File: src/rtl/udpdq_pkg.sv
// Package with operation codes, status codes, defaults and shared types of the UDP port demux.
`default_nettype none

package udpdq_pkg;

  // Default sizes of the port table, the rings and the buffer handles.
  localparam int PORT_SLOTS_DEF  = 16;
  localparam int RING_SLOTS_DEF  = 16;
  localparam int HANDLE_BITS_DEF = 12;

  // Fixed field widths.
  localparam int OP_BITS     = 2;
  localparam int PORT_BITS   = 16;
  localparam int STATUS_BITS = 3;

  // Operation codes.
  localparam logic [OP_BITS-1:0] OP_BIND    = 2'd0;
  localparam logic [OP_BITS-1:0] OP_DELIVER = 2'd1;
  localparam logic [OP_BITS-1:0] OP_RECEIVE = 2'd2;

  // Status codes.
  localparam logic [STATUS_BITS-1:0] ST_OK         = 3'd0;
  localparam logic [STATUS_BITS-1:0] ST_TABLE_FULL = 3'd1;
  localparam logic [STATUS_BITS-1:0] ST_NOT_BOUND  = 3'd2;
  localparam logic [STATUS_BITS-1:0] ST_QUEUE_FULL = 3'd3;
  localparam logic [STATUS_BITS-1:0] ST_NOT_UDP    = 3'd4;
  localparam logic [STATUS_BITS-1:0] ST_EMPTY      = 3'd5;

  // Lookup and table status from the port match unit.
  typedef struct packed {
    logic found;
    logic table_full;
  } match_stat_t;

endpackage : udpdq_pkg

`default_nettype wire

File: src/rtl/udpdq_port_match.sv
// Port table with bind logic and a registered parallel match followed by a priority encoder.
`default_nettype none

module udpdq_port_match #(
  parameter int PORT_SLOTS = udpdq_pkg::PORT_SLOTS_DEF,
  localparam int EntryBits = (PORT_SLOTS > 1) ? $clog2(PORT_SLOTS) : 1
) (
  input  wire logic                           clk,
  input  wire logic                           rst_n,
  input  wire logic                           lookup_en,
  input  wire logic [udpdq_pkg::PORT_BITS-1:0] lookup_port,
  input  wire logic                           bind_en,
  input  wire logic [udpdq_pkg::PORT_BITS-1:0] bind_port,
  output logic      [EntryBits-1:0]           match_entry,
  output logic      [EntryBits-1:0]           bind_entry,
  output udpdq_pkg::match_stat_t              match_stat
);

  import udpdq_pkg::*;

  localparam int CountBits = $clog2(PORT_SLOTS + 1);

  logic [PORT_BITS-1:0]  bound_port_r [PORT_SLOTS];
  logic [CountBits-1:0]  count_r;
  logic [PORT_SLOTS-1:0] match_r;
  logic                  found;
  logic                  full;

  assign full       = (count_r == CountBits'(PORT_SLOTS));
  assign bind_entry = count_r[EntryBits-1:0];

  // Bound entry count; a bind takes the next free entry.
  always_ff @(posedge clk) begin
    if (!rst_n) begin
      count_r <= '0;
    end else if (bind_en) begin
      count_r <= count_r + CountBits'(1);
    end
  end

  // Port table write. Entries at or above the count never produce a hit.
  always_ff @(posedge clk) begin
    if (bind_en) begin
      bound_port_r[count_r[EntryBits-1:0]] <= bind_port;
    end
  end

  // Compare every bound entry at once and register the hit vector.
  always_ff @(posedge clk) begin
    if (lookup_en) begin
      for (int i = 0; i < PORT_SLOTS; i++) begin
        match_r[i] <= (CountBits'(i) < count_r) && (bound_port_r[i] == lookup_port);
      end
    end
  end

  // The lowest matching entry wins.
  always_comb begin
    found       = 1'b0;
    match_entry = '0;
    for (int i = PORT_SLOTS - 1; i >= 0; i--) begin
      if (match_r[i]) begin
        found       = 1'b1;
        match_entry = EntryBits'(i);
      end
    end
  end

  assign match_stat.found      = found;
  assign match_stat.table_full = full;

  // The count never passes the table size.
  a_count_bound: assert property (@(posedge clk) disable iff (!rst_n)
    count_r <= CountBits'(PORT_SLOTS))
    else $error("bound count beyond table size");

  // A bind is only requested while the table has room.
  a_bind_room: assert property (@(posedge clk) disable iff (!rst_n)
    bind_en |-> !full)
    else $error("bind into a full table");

  // A reported hit points at a matching entry.
  a_hit_valid: assert property (@(posedge clk) disable iff (!rst_n)
    found |-> match_r[match_entry])
    else $error("encoder points at a non-matching entry");

endmodule : udpdq_port_match

`default_nettype wire

File: src/rtl/udp_port_demux_queues_top.sv
// Top level of the UDP port demux: sequencer, pointer memory, ring memory and output register.
// Each item passes the match register, the pointer memory read, the ring memory read (only for
// a receive that dequeues) and the output register, which holds it while out_ready is low.
// Items are taken one at a time: a new item is not accepted until the last result is loaded.
// Reset clears the sequencer, the bound count and the output valid; the memories are not
// cleared, since a bind writes its pointer entry and only filled ring slots are read.
`default_nettype none

module udp_port_demux_queues_top #(
  parameter int PORT_SLOTS  = udpdq_pkg::PORT_SLOTS_DEF,
  parameter int RING_SLOTS  = udpdq_pkg::RING_SLOTS_DEF,
  parameter int HANDLE_BITS = udpdq_pkg::HANDLE_BITS_DEF
) (
  input  wire logic                             clk,
  input  wire logic                             rst_n,
  input  wire logic                             in_valid,
  output logic                                  in_ready,
  input  wire logic [udpdq_pkg::OP_BITS-1:0]    in_operation,
  input  wire logic [udpdq_pkg::PORT_BITS-1:0]  in_port,
  input  wire logic                             in_is_udp,
  input  wire logic [HANDLE_BITS-1:0]           in_packet_handle,
  output logic                                  out_valid,
  input  wire logic                             out_ready,
  output logic [udpdq_pkg::STATUS_BITS-1:0]     out_status,
  output logic [HANDLE_BITS-1:0]                out_handle_out
);

  import udpdq_pkg::*;

  localparam int EntryBits = (PORT_SLOTS > 1) ? $clog2(PORT_SLOTS) : 1;
  localparam int RingBits  = $clog2(RING_SLOTS);
  localparam int AddrBits  = EntryBits + RingBits;
  localparam int RingDepth = PORT_SLOTS * (1 << RingBits);

  // Sequencer states.
  localparam logic [2:0] S_IDLE = 3'd0;
  localparam logic [2:0] S_LOOK = 3'd1;
  localparam logic [2:0] S_PTR  = 3'd2;
  localparam logic [2:0] S_RD   = 3'd3;
  localparam logic [2:0] S_DONE = 3'd4;

  function automatic logic [RingBits-1:0] ring_next(input logic [RingBits-1:0] pos);
    ring_next = (pos == RingBits'(RING_SLOTS - 1)) ? '0 : pos + RingBits'(1);
  endfunction

  logic [2:0]             state_r;
  logic [2:0]             state_nxt;
  logic [OP_BITS-1:0]     op_r;
  logic [PORT_BITS-1:0]   port_r;
  logic                   udp_r;
  logic [HANDLE_BITS-1:0] handle_r;
  logic [EntryBits-1:0]   entry_r;
  logic                   found_r;
  logic [STATUS_BITS-1:0] res_status_r;
  logic [STATUS_BITS-1:0] res_status_nxt;
  logic [HANDLE_BITS-1:0] res_handle_r;
  logic [HANDLE_BITS-1:0] res_handle_nxt;
  logic                   out_valid_r;
  logic [STATUS_BITS-1:0] out_status_r;
  logic [HANDLE_BITS-1:0] out_handle_r;

  // Pointer memory: {head, tail} per table entry.
  logic [2*RingBits-1:0]  ptr_mem [PORT_SLOTS];
  logic [2*RingBits-1:0]  ptr_rd_r;
  logic                   ptr_re;
  logic                   ptr_we;
  logic [EntryBits-1:0]   ptr_waddr;
  logic [2*RingBits-1:0]  ptr_wdata;
  logic [RingBits-1:0]    ptr_head;
  logic [RingBits-1:0]    ptr_tail;

  // Ring memory: one row of slots per table entry.
  logic [HANDLE_BITS-1:0] ring_mem [RingDepth];
  logic [HANDLE_BITS-1:0] ring_rd_r;
  logic                   ring_re;
  logic                   ring_we;
  logic [AddrBits-1:0]    ring_raddr;
  logic [AddrBits-1:0]    ring_waddr;

  logic                   in_xfer;
  logic                   bind_en;
  logic                   go_rd;
  logic                   out_load;
  logic [EntryBits-1:0]   m_entry;
  logic [EntryBits-1:0]   m_bind_entry;
  match_stat_t            m_stat;

  assign in_ready       = (state_r == S_IDLE);
  assign in_xfer        = in_valid && in_ready;
  assign out_valid      = out_valid_r;
  assign out_status     = out_status_r;
  assign out_handle_out = out_handle_r;
  assign ptr_head       = ptr_rd_r[2*RingBits-1:RingBits];
  assign ptr_tail       = ptr_rd_r[RingBits-1:0];
  assign ptr_re         = (state_r == S_LOOK);
  assign out_load       = (state_r == S_DONE) && (!out_valid_r || out_ready);

  udpdq_port_match #(
    .PORT_SLOTS (PORT_SLOTS)
  ) u_match (
    .clk         (clk),
    .rst_n       (rst_n),
    .lookup_en   (in_xfer),
    .lookup_port (in_port),
    .bind_en     (bind_en),
    .bind_port   (port_r),
    .match_entry (m_entry),
    .bind_entry  (m_bind_entry),
    .match_stat  (m_stat)
  );

  // Capture the item on its input transfer.
  always_ff @(posedge clk) begin
    if (in_xfer) begin
      op_r     <= in_operation;
      port_r   <= in_port;
      udp_r    <= in_is_udp;
      handle_r <= in_packet_handle;
    end
  end

  // Hold the lookup result while the pointer read is in flight.
  always_ff @(posedge clk) begin
    if (state_r == S_LOOK) begin
      entry_r <= m_entry;
      found_r <= m_stat.found;
    end
  end

  // Pointer memory ports.
  always_ff @(posedge clk) begin
    if (ptr_re) begin
      ptr_rd_r <= ptr_mem[m_entry];
    end
    if (ptr_we) begin
      ptr_mem[ptr_waddr] <= ptr_wdata;
    end
  end

  // Ring memory ports.
  always_ff @(posedge clk) begin
    if (ring_re) begin
      ring_rd_r <= ring_mem[ring_raddr];
    end
    if (ring_we) begin
      ring_mem[ring_waddr] <= handle_r;
    end
  end

  // Decide the operation once the pointers are read, and update them.
  always_comb begin
    res_status_nxt = ST_OK;
    res_handle_nxt = '0;
    bind_en        = 1'b0;
    ptr_we         = 1'b0;
    ptr_waddr      = entry_r;
    ptr_wdata      = ptr_rd_r;
    ring_we        = 1'b0;
    ring_re        = 1'b0;
    ring_waddr     = {entry_r, ptr_tail};
    ring_raddr     = {entry_r, ptr_head};
    go_rd          = 1'b0;
    if (state_r == S_PTR) begin
      unique case (op_r)
        OP_BIND: begin
          if (m_stat.table_full) begin
            res_status_nxt = ST_TABLE_FULL;
          end else begin
            bind_en   = 1'b1;
            ptr_we    = 1'b1;
            ptr_waddr = m_bind_entry;
            ptr_wdata = '0;
          end
        end
        OP_DELIVER: begin
          if (!udp_r) begin
            res_status_nxt = ST_NOT_UDP;
            res_handle_nxt = handle_r;
          end else if (!found_r) begin
            res_status_nxt = ST_NOT_BOUND;
            res_handle_nxt = handle_r;
          end else if (ring_next(ptr_tail) == ptr_head) begin
            res_status_nxt = ST_QUEUE_FULL;
            res_handle_nxt = handle_r;
          end else begin
            ring_we   = 1'b1;
            ptr_we    = 1'b1;
            ptr_wdata = {ptr_head, ring_next(ptr_tail)};
          end
        end
        OP_RECEIVE: begin
          if (!found_r) begin
            res_status_nxt = ST_NOT_BOUND;
          end else if (ptr_head == ptr_tail) begin
            res_status_nxt = ST_EMPTY;
          end else begin
            ring_re   = 1'b1;
            ptr_we    = 1'b1;
            ptr_wdata = {ring_next(ptr_head), ptr_tail};
            go_rd     = 1'b1;
          end
        end
        default: begin
          res_status_nxt = ST_OK;
        end
      endcase
    end
  end

  // Result staging.
  always_ff @(posedge clk) begin
    if (state_r == S_PTR) begin
      res_status_r <= res_status_nxt;
      res_handle_r <= res_handle_nxt;
    end else if (state_r == S_RD) begin
      res_handle_r <= ring_rd_r;
    end
  end

  // Sequencer next state.
  always_comb begin
    state_nxt = state_r;
    unique case (state_r)
      S_IDLE: if (in_xfer) begin
        state_nxt = S_LOOK;
      end
      S_LOOK: state_nxt = S_PTR;
      S_PTR:  state_nxt = go_rd ? S_RD : S_DONE;
      S_RD:   state_nxt = S_DONE;
      S_DONE: if (out_load) begin
        state_nxt = S_IDLE;
      end
      default: state_nxt = S_IDLE;
    endcase
  end

  always_ff @(posedge clk) begin
    if (!rst_n) begin
      state_r <= S_IDLE;
    end else begin
      state_r <= state_nxt;
    end
  end

  // Output register; a waiting result is held until its transfer.
  always_ff @(posedge clk) begin
    if (!rst_n) begin
      out_valid_r <= 1'b0;
    end else if (out_load) begin
      out_valid_r <= 1'b1;
    end else if (out_ready) begin
      out_valid_r <= 1'b0;
    end
  end

  always_ff @(posedge clk) begin
    if (out_load) begin
      out_status_r <= res_status_r;
      out_handle_r <= res_handle_r;
    end
  end

  // A handle is never written into a full ring.
  a_no_overfill: assert property (@(posedge clk) disable iff (!rst_n)
    ring_we |-> (ring_next(ptr_tail) != ptr_head))
    else $error("ring write into a full ring");

  // A dequeue reads a non-empty ring and collects the data next cycle.
  a_deq_read: assert property (@(posedge clk) disable iff (!rst_n)
    ring_re |-> (ptr_head != ptr_tail) ##1 (state_r == S_RD))
    else $error("dequeue from an empty ring or lost read data");

  // A new result appears only from the final sequencer step.
  a_out_source: assert property (@(posedge clk) disable iff (!rst_n)
    $rose(out_valid_r) |-> ($past(state_r) == S_DONE))
    else $error("result shown outside the final step");

endmodule : udp_port_demux_queues_top

`default_nettype wire
File: config.mk
export PLATFORM = sky130hd
export DESIGN_NAME = udp_port_demux_queues_top
export DESIGN_NICKNAME = d
export VERILOG_FILES = /design/src/rtl/udpdq_pkg.sv /design/src/rtl/udpdq_port_match.sv /design/src/rtl/udp_port_demux_queues_top.sv
export SDC_FILE = /design/constraint.sdc
export NUM_CORES = 2
export LEC_CHECK = 0
export BUFFER_PORTS_ARGS = -buffer_cell sky130_fd_sc_hd__buf_2
export CAP_MARGIN = 30
export CORE_MARGIN = 2
export CORE_UTILIZATION = 60
export CTS_BUF_LIST = sky130_fd_sc_hd__clkbuf_4 sky130_fd_sc_hd__clkbuf_8
export DETAILED_ROUTE_END_ITERATION = 10
export HOLD_SLACK_MARGIN = 0.02
export PLACE_DENSITY = 0.76
export SLEW_MARGIN = 30
export SYNTH_ARGS = -nofsm -noshare
export SYNTH_HDL_FRONTEND = slang
export SYNTH_SLANG_ARGS = --single-unit
export TNS_END_PERCENT = 10
File: constraint.sdc
create_clock -name clk -period 10.4 [get_ports clk]
set_input_delay 0.52 -clock clk [delete_from_list [all_inputs] [get_ports clk]]
set_output_delay 0.52 -clock clk [all_outputs]
set_load 0.1 [all_outputs]
# Yosys cells after proc, flatten, opt, wreduce, memory -nomap -nowiden
# Memories as Yosys holds them, arrays and structs flattened. A register that Yosys moved wholly into a read port is not among the register bits.
# Cells that the tools add are included.
[totals] elab_cells=160 out_inout_bits=17 ramBits=3456 inputBits=35 register_bits=91 n_memories=3
[mem_list] name="ring_mem" words=256 word_bits=12 read_ports=1 rd_clocked_by_memory_dff=1 wr=1 line_no="udp_port_demux_queues_top.sv:73" text="logic [HANDLE_BITS-1:0] ring_mem [RingDepth];"
[mem_list] name="u_match.bound_port_r" words=16 word_bits=16 read_ports=16 rd_clocked_by_memory_dff=0 wr=1 line_no="udpdq_port_match.sv:23" text="logic [PORT_BITS-1:0] bound_port_r [PORT_SLOTS];"
[mem_list] name="ptr_mem" words=16 word_bits=8 read_ports=1 rd_clocked_by_memory_dff=1 wr=1 line_no="udp_port_demux_queues_top.sv:63" text="logic [2*RingBits-1:0] ptr_mem [PORT_SLOTS];"
[op_classes] add_sub_neg=3 n_eq_ne=29 order_cmp=16 n_mux=69 n_reduce_logical=26
[ops] operator="== test 16 bit" n=16
[ops] operator="2-to-1 mux 4 bit" n=24
[ops] operator="2-to-1 mux 12 bit" n=6
[ops] operator="< comparator 4 x 5 -> 1 bit (first input constant)" n=8
[ops] operator="2-to-1 mux 8 bit" n=4
[ops] operator="one-hot mux 8 bit (3 select lines)" n=1
[ops] operator="2-to-1 mux 1 bit" n=23
[ops] operator="< comparator 3 x 5 -> 1 bit (first input constant)" n=4
[ops] operator="logical AND 1 bit" n=18
[ops] operator="2-to-1 mux 3 bit" n=6
[ops] operator="one-hot mux 3 bit (5 select lines)" n=1
[ops] operator="OR reduction 15 bit" n=1
[ops] operator="< comparator 1 x 5 -> 1 bit (first input constant)" n=2
[ops] operator="< comparator 2 x 5 -> 1 bit (first input constant)" n=2
[ops] operator="one-hot mux 3 bit (3 select lines)" n=1
[ops] operator="adder 4 x 1 -> 4 bit (second input constant)" n=2
[ops] operator="== test 4 bit" n=2
[ops] operator="== test 4 bit (second input constant)" n=2
[ops] operator="== test 3 x 2 -> 1 bit (second input constant)" n=2
[ops] operator="adder 5 x 1 -> 5 bit (second input constant)" n=1
[ops] operator="== test 5 bit (second input constant)" n=1
[ops] operator="2-to-1 mux 2 bit" n=2
[ops] operator="nonzero test 2 bit" n=2
[ops] operator="== test 3 x 1 -> 1 bit (second input constant)" n=1
[ops] operator="other kinds (11)" n=11

# Depth between registers and ports, before layout
[depth] ltp_word=16 ltp_mapped=13 depth_no_buf=8

# By module
# Synthesis repeated with hierarchy kept, for this count alone.
[hier_totals] cells_unflattened=6611 area_unflattened_um2=139252.3
[by_module_without_submodules] module="udp_port_demux_queues_top" instances=1 seq_area_each_um2=98754.7 area_each_um2=127119.4 cells_per_inst=5850
[by_module_without_submodules] module="udpdq_port_match" instances=1 seq_area_each_um2=8267.9 area_each_um2=12132.9 cells_per_inst=761

# Least setup slack after synthesis
# No wires, ideal clock.
[synth_path] path_kind="register to register" from="reg state_r[0]" to="reg handle_r[0], enable pin" path_stages_with_launch=3 setup_ns=0.409 path_buffers=0 arrival_ns=3.787 t_required_ns=9.991 slack_ns=6.204 synth_period_minus_slack_ns=4.196 path_cell_list="dfxtp_1 -> nor3_1 -> and2_1"
[synth_via] elab_chain_len=2
[synth_rtl] element="start: declaration" line_no="udp_port_demux_queues_top.sv:46" text="logic [2:0] state_r;"
[synth_rtl] element="start signal: assignment" line_no="udp_port_demux_queues_top.sv:241" text="state_r <= state_nxt;"
[synth_rtl] element="logical NOT 3 bit" line_no="udp_port_demux_queues_top.sv:88" text="assign in_ready = (state_r == S_IDLE);"
[synth_rtl] element="via in_ready" line_no="udp_port_demux_queues_top.sv:17" text="output logic in_ready,"
[synth_rtl] element="logical AND 1 bit" line_no="udp_port_demux_queues_top.sv:89" text="assign in_xfer = in_valid && in_ready;"
[synth_rtl] element="via in_xfer" line_no="udp_port_demux_queues_top.sv:80" text="logic in_xfer;"
[synth_rtl] element="end signal: assignment" line_no="udp_port_demux_queues_top.sv:118" text="handle_r <= in_packet_handle;"
[synth_rtl] element="end: declaration" line_no="udp_port_demux_queues_top.sv:51" text="logic [HANDLE_BITS-1:0] handle_r;"
# The timed path passes the listed nets, and every way through them passes these cells.
# A chain may end at the register's enable or synchronous reset.

# Worst setup path in the final report
[layout_path] from="reg ptr_rd_r[6] (read register of ptr_mem)" to="reg ring_rd_r[10] (read register of ring_mem), data pin"
[layout_via] elab_chain_len=5
[layout_rtl] element="start: declaration" line_no="udp_port_demux_queues_top.sv:64" text="logic [2*RingBits-1:0] ptr_rd_r;"
[layout_rtl] element="== test 4 bit" line_no="udp_port_demux_queues_top.sv:194" text="end else if (ptr_head == ptr_tail) begin"
[layout_rtl] element="2-to-1 mux 1 bit" line_no="udp_port_demux_queues_top.sv:194"
[layout_rtl] element="2-to-1 mux 1 bit" line_no="udp_port_demux_queues_top.sv:192" text="if (!found_r) begin"
[layout_rtl] element="2-to-1 mux 1 bit" line_no="udp_port_demux_queues_top.sv:164" text="unique case (op_r)"
[layout_rtl] element="2-to-1 mux 1 bit" line_no="udp_port_demux_queues_top.sv:163" text="if (state_r == S_PTR) begin"
[layout_rtl] element="end: declaration" line_no="udp_port_demux_queues_top.sv:74" text="logic [HANDLE_BITS-1:0] ring_rd_r;"
# Parallel ways exist; a longest one is shown, timed or not.

==> results.md <==
* Status: finished, final reports clean
* Fillers at 13.52k
* Worst Setup Path Type: reg -> reg
* Async SR Flop Fraction at 0%
* Row cnt at 176
* Pre-CTS setup slack at 4.974 ns
* WP data required at 11.15 ns
* Vias in the first global route at 71.48k
* Final setup fails at 0
* Yosys cell types at 70
* Period utilisation layout at 52.71%
* I/O Pins at 52
* Met2 Use GR at 47.03%
* Total die area at 235500 µm²
* Routed Wire Length at 369.5 mm
* CTS tree: built
* Layout cell share with drive strength beyond 1 at 31.31%
* HP Class: in -> reg
* Vias per cell at 6.949
* Core region area at 230100 µm²
* Pwr/cell area at 187.6 nW/µm²
* Ys flop type: edfxtp_1
* Peak supply drop at 0.1377 mV
* Clk slew on worst S/H paths at 0.06 ns
* Post-DP HPWL at 212.3 mm
* Met3 usage at 9.021%
* Die width at 485.3 µm
* Avg Cell Area, Syn at 21.58 µm²
* Area occupied by multi-input gates at 31350 µm²
* Compound-Gate Fraction of Synth Area at 2.006%
* Relative max-transition margin at 19.90%
* Fmax achieved at 182.4 MHz
* RSZ-0062 raised after global routing: no
* Synth Area in Adders at 0.08103%
* Post-synthesis cell count at 6440
* DR WL/cell at 35.28 µm
* NumNets Final at 7071
* Worst Path Arrival at 6.23 ns
* Bufs on Longest Clock Path at 4
* TritonRoute pass-1 iters at 6
* Most area-consuming cells after synthesis: edfxtp_1, mux4_2, xor2_1
* Pins Over Slew Limit at 0
* Synthesis-to-layout area growth at 12.48%
* # clock sinks at 3567
* Syn Nets at 6484
* First DRT Iteration DRCs at 11.62k
* Initial Utilization at 60.39%
* GR Util met1 at 43.41%
* Initial antenna violation count at 17
* Max cap viols at 0
* Synthesized area at 139000 µm²
* FF/Latch Area at 107000 µm²
* Crit-path max FO at 28
* H-tree lvl count at 6
* Most frequent cell after synthesis: edfxtp_1
* Final hold vios at 0
* Setup ws final at 4.918 ns
* Vias after detailed routing at 72.78k
* Synth area leader: edfxtp_1
* Leak at 49.61 nW
* Overall Global Routing Usage at 31.33%
* WHS at 0.1529 ns
* Number of flops mapped to enable cells by yosys at 3558
* Mux cell area share after synthesis at 14.89%
* Largest family of logic cells by synthesized area: multiplexers
* Critical Path Start Type: flip-flop
* Gr busiest metal: met2
* Sequential share of the synthesized area at 77.01%
* Largest net degree at the start of global routing at 247
* Worst-Margin Slew at 1.198 ns
* Synth Area in XOR/XNOR at 1.683%
* DRC at 0
* Simple-gate share of the synthesized area at 2.919%
* Pwr Total at 29.32 mW
* Port Buffers at 51
* Die H at 485.3 µm
* Minimum clock period after layout at 5.482 ns
* Total negative slack at 0 ns
* Post-synth top area share at 76.88%
* First-pass GRT wire length at 521.0 mm
* Detail Route Antenna Nets at 0
* Num CTS Buffers at 564
* #FFs+latches synth at 3567
* Worst skew pair latency at 1.09 ns
* GP Congestion at 0.9462
* Setup Skew at 0.09362 ns
* Synth top cells by count: edfxtp_1, mux4_2, nor2_1, nor3_1, xor2_1
* YS warnings at 0
* Worst setup EP type: flip-flop
* Root buf cell: clkbuf_8
* GRT overflow at 0
-- critical path, stage by stage (launching register included) --
cell	delay, ns
edfxtp_1	0.37
buf_4	0.25
inv_4	0.26
buf_4	0.75
buf_4	0.50
nand2_1	0.56
o22ai_1	0.50
a211oi_1	0.23
o311ai_0	1.03
and4_1	0.43
o221ai_1	0.17
-- area by class of cell --
cell class              instances  area share, %
clock buffers                 756          5.976
flip-flops and latches       3567          68.46
repair buffers                401          2.194
well taps                    3026          2.422
clock inverters               216         0.8324
inverters                      17        0.04242
multi-input cells            2476          20.05
diodes                         13        0.02081
-- per-layer routing --
metal	wire length (µm)	up-vias	part of all wire [%]
li1	-	28280	-
met1	129800	37600	35
met2	171000	5843	46
met3	50090	1032	14
met4	18540	16	5.0
met5	97	-	0.026
-- power breakdown --
part | total, mW | internal (mW) | switching (mW)
combinational | 1.85 | 0.628 | 1.22
clock | 11.5 | 6.13 | 5.36
sequential | 16.0 | 15.9 | 0.0546
total | 29.3 | 22.7 | 6.64
-- flip-flops by register name, summed over array words and instances, names as in the netlist --
register	flops
entry_r	4
found_r	1
handle_r	12
op_r	2
out_handle_out	12
out_status	3
out_valid	1
port_r	16
ptr_mem	128
ptr_rd_r	8
res_handle_r	12
res_status_r	3
ring_mem	3072
ring_rd_r	12
state_r	3
u_match.bound_port_r	256
u_match.count_r	5
u_match.match_r	16
udp_r	1
-- worst paths after layout --
check | startpoint | depth (start not counted) | slack [ns] | end
hold / removal | in_packet_handle[7] | 2 | 0.15 | handle_r[7]
setup reg to reg | ptr_rd_r[6] | 10 | 4.92 | ring_rd_r[10]
hold reg to reg | res_handle_r[3] | 0 | 0.42 | out_handle_out[3]
setup / recovery | ptr_rd_r[6] | 10 | 4.92 | ring_rd_r[10]
-- cells by family (layout without fill, tap and decap cells) --
group / count (synthesis) / in the layout
compound gates: 380 / 380
buf+inv: 397 / 1390
mux: 995 / 995
simple gates: 825 / 825
flops: 3567 / 3567
other cells: 0 / 13
xor+xnor: 267 / 267
fa+ha+maj: 9 / 9
-- cell usage in the layout, fill, tap and decap left out, types with 16 or more instances in the layout --
cell,n
nor3_1,44
clkinv_2,60
clkbuf_8,586
buf_12,20
nor2_2,53
nor3b_1,50
a22oi_1,52
nor2b_1,16
xor2_1,176
a2111oi_0,31
nand2_1,126
dlygate4sd3_1,36
clkbuf_4,170
nor3_2,69
buf_4,273
o22ai_1,24
mux4_2,856
a221oi_1,35
clkinv_1,121
edfxtp_1,3558
nor2_1,165
buf_2,52
mux2i_1,118
nor3_4,64
nand4_1,39
xnor2_1,91
nor4_1,60
a22o_1,32
nand3_1,55
o21ai_0,50
a21oi_1,47
mux2_2,21
inv_1,16
a211oi_1,18
-- per-stage QoR --
stage / utilization [%] / cell area, µm² / cells
final: 67.93 / 156300 / 10470
after global routing: 67.92 / 156300 / 10460
after CTS: 67.79 / 156000 / 10450
after detailed placement: 63.01 / 145000 / 9441
after global placement: 62.77 / 144400 / 9437
after floorplan: - / 139000 / 6440
-- timing repair --
item | 4_1_cts | 5_1_grt
setup buffers | 0 | 0
setup endpoints to repair | 0 | 0
hold endpoints to repair | 40 | 0
gates resized for setup | 0 | 0
hold buffers | 36 | 0
(Power assumes the default switching activity.)
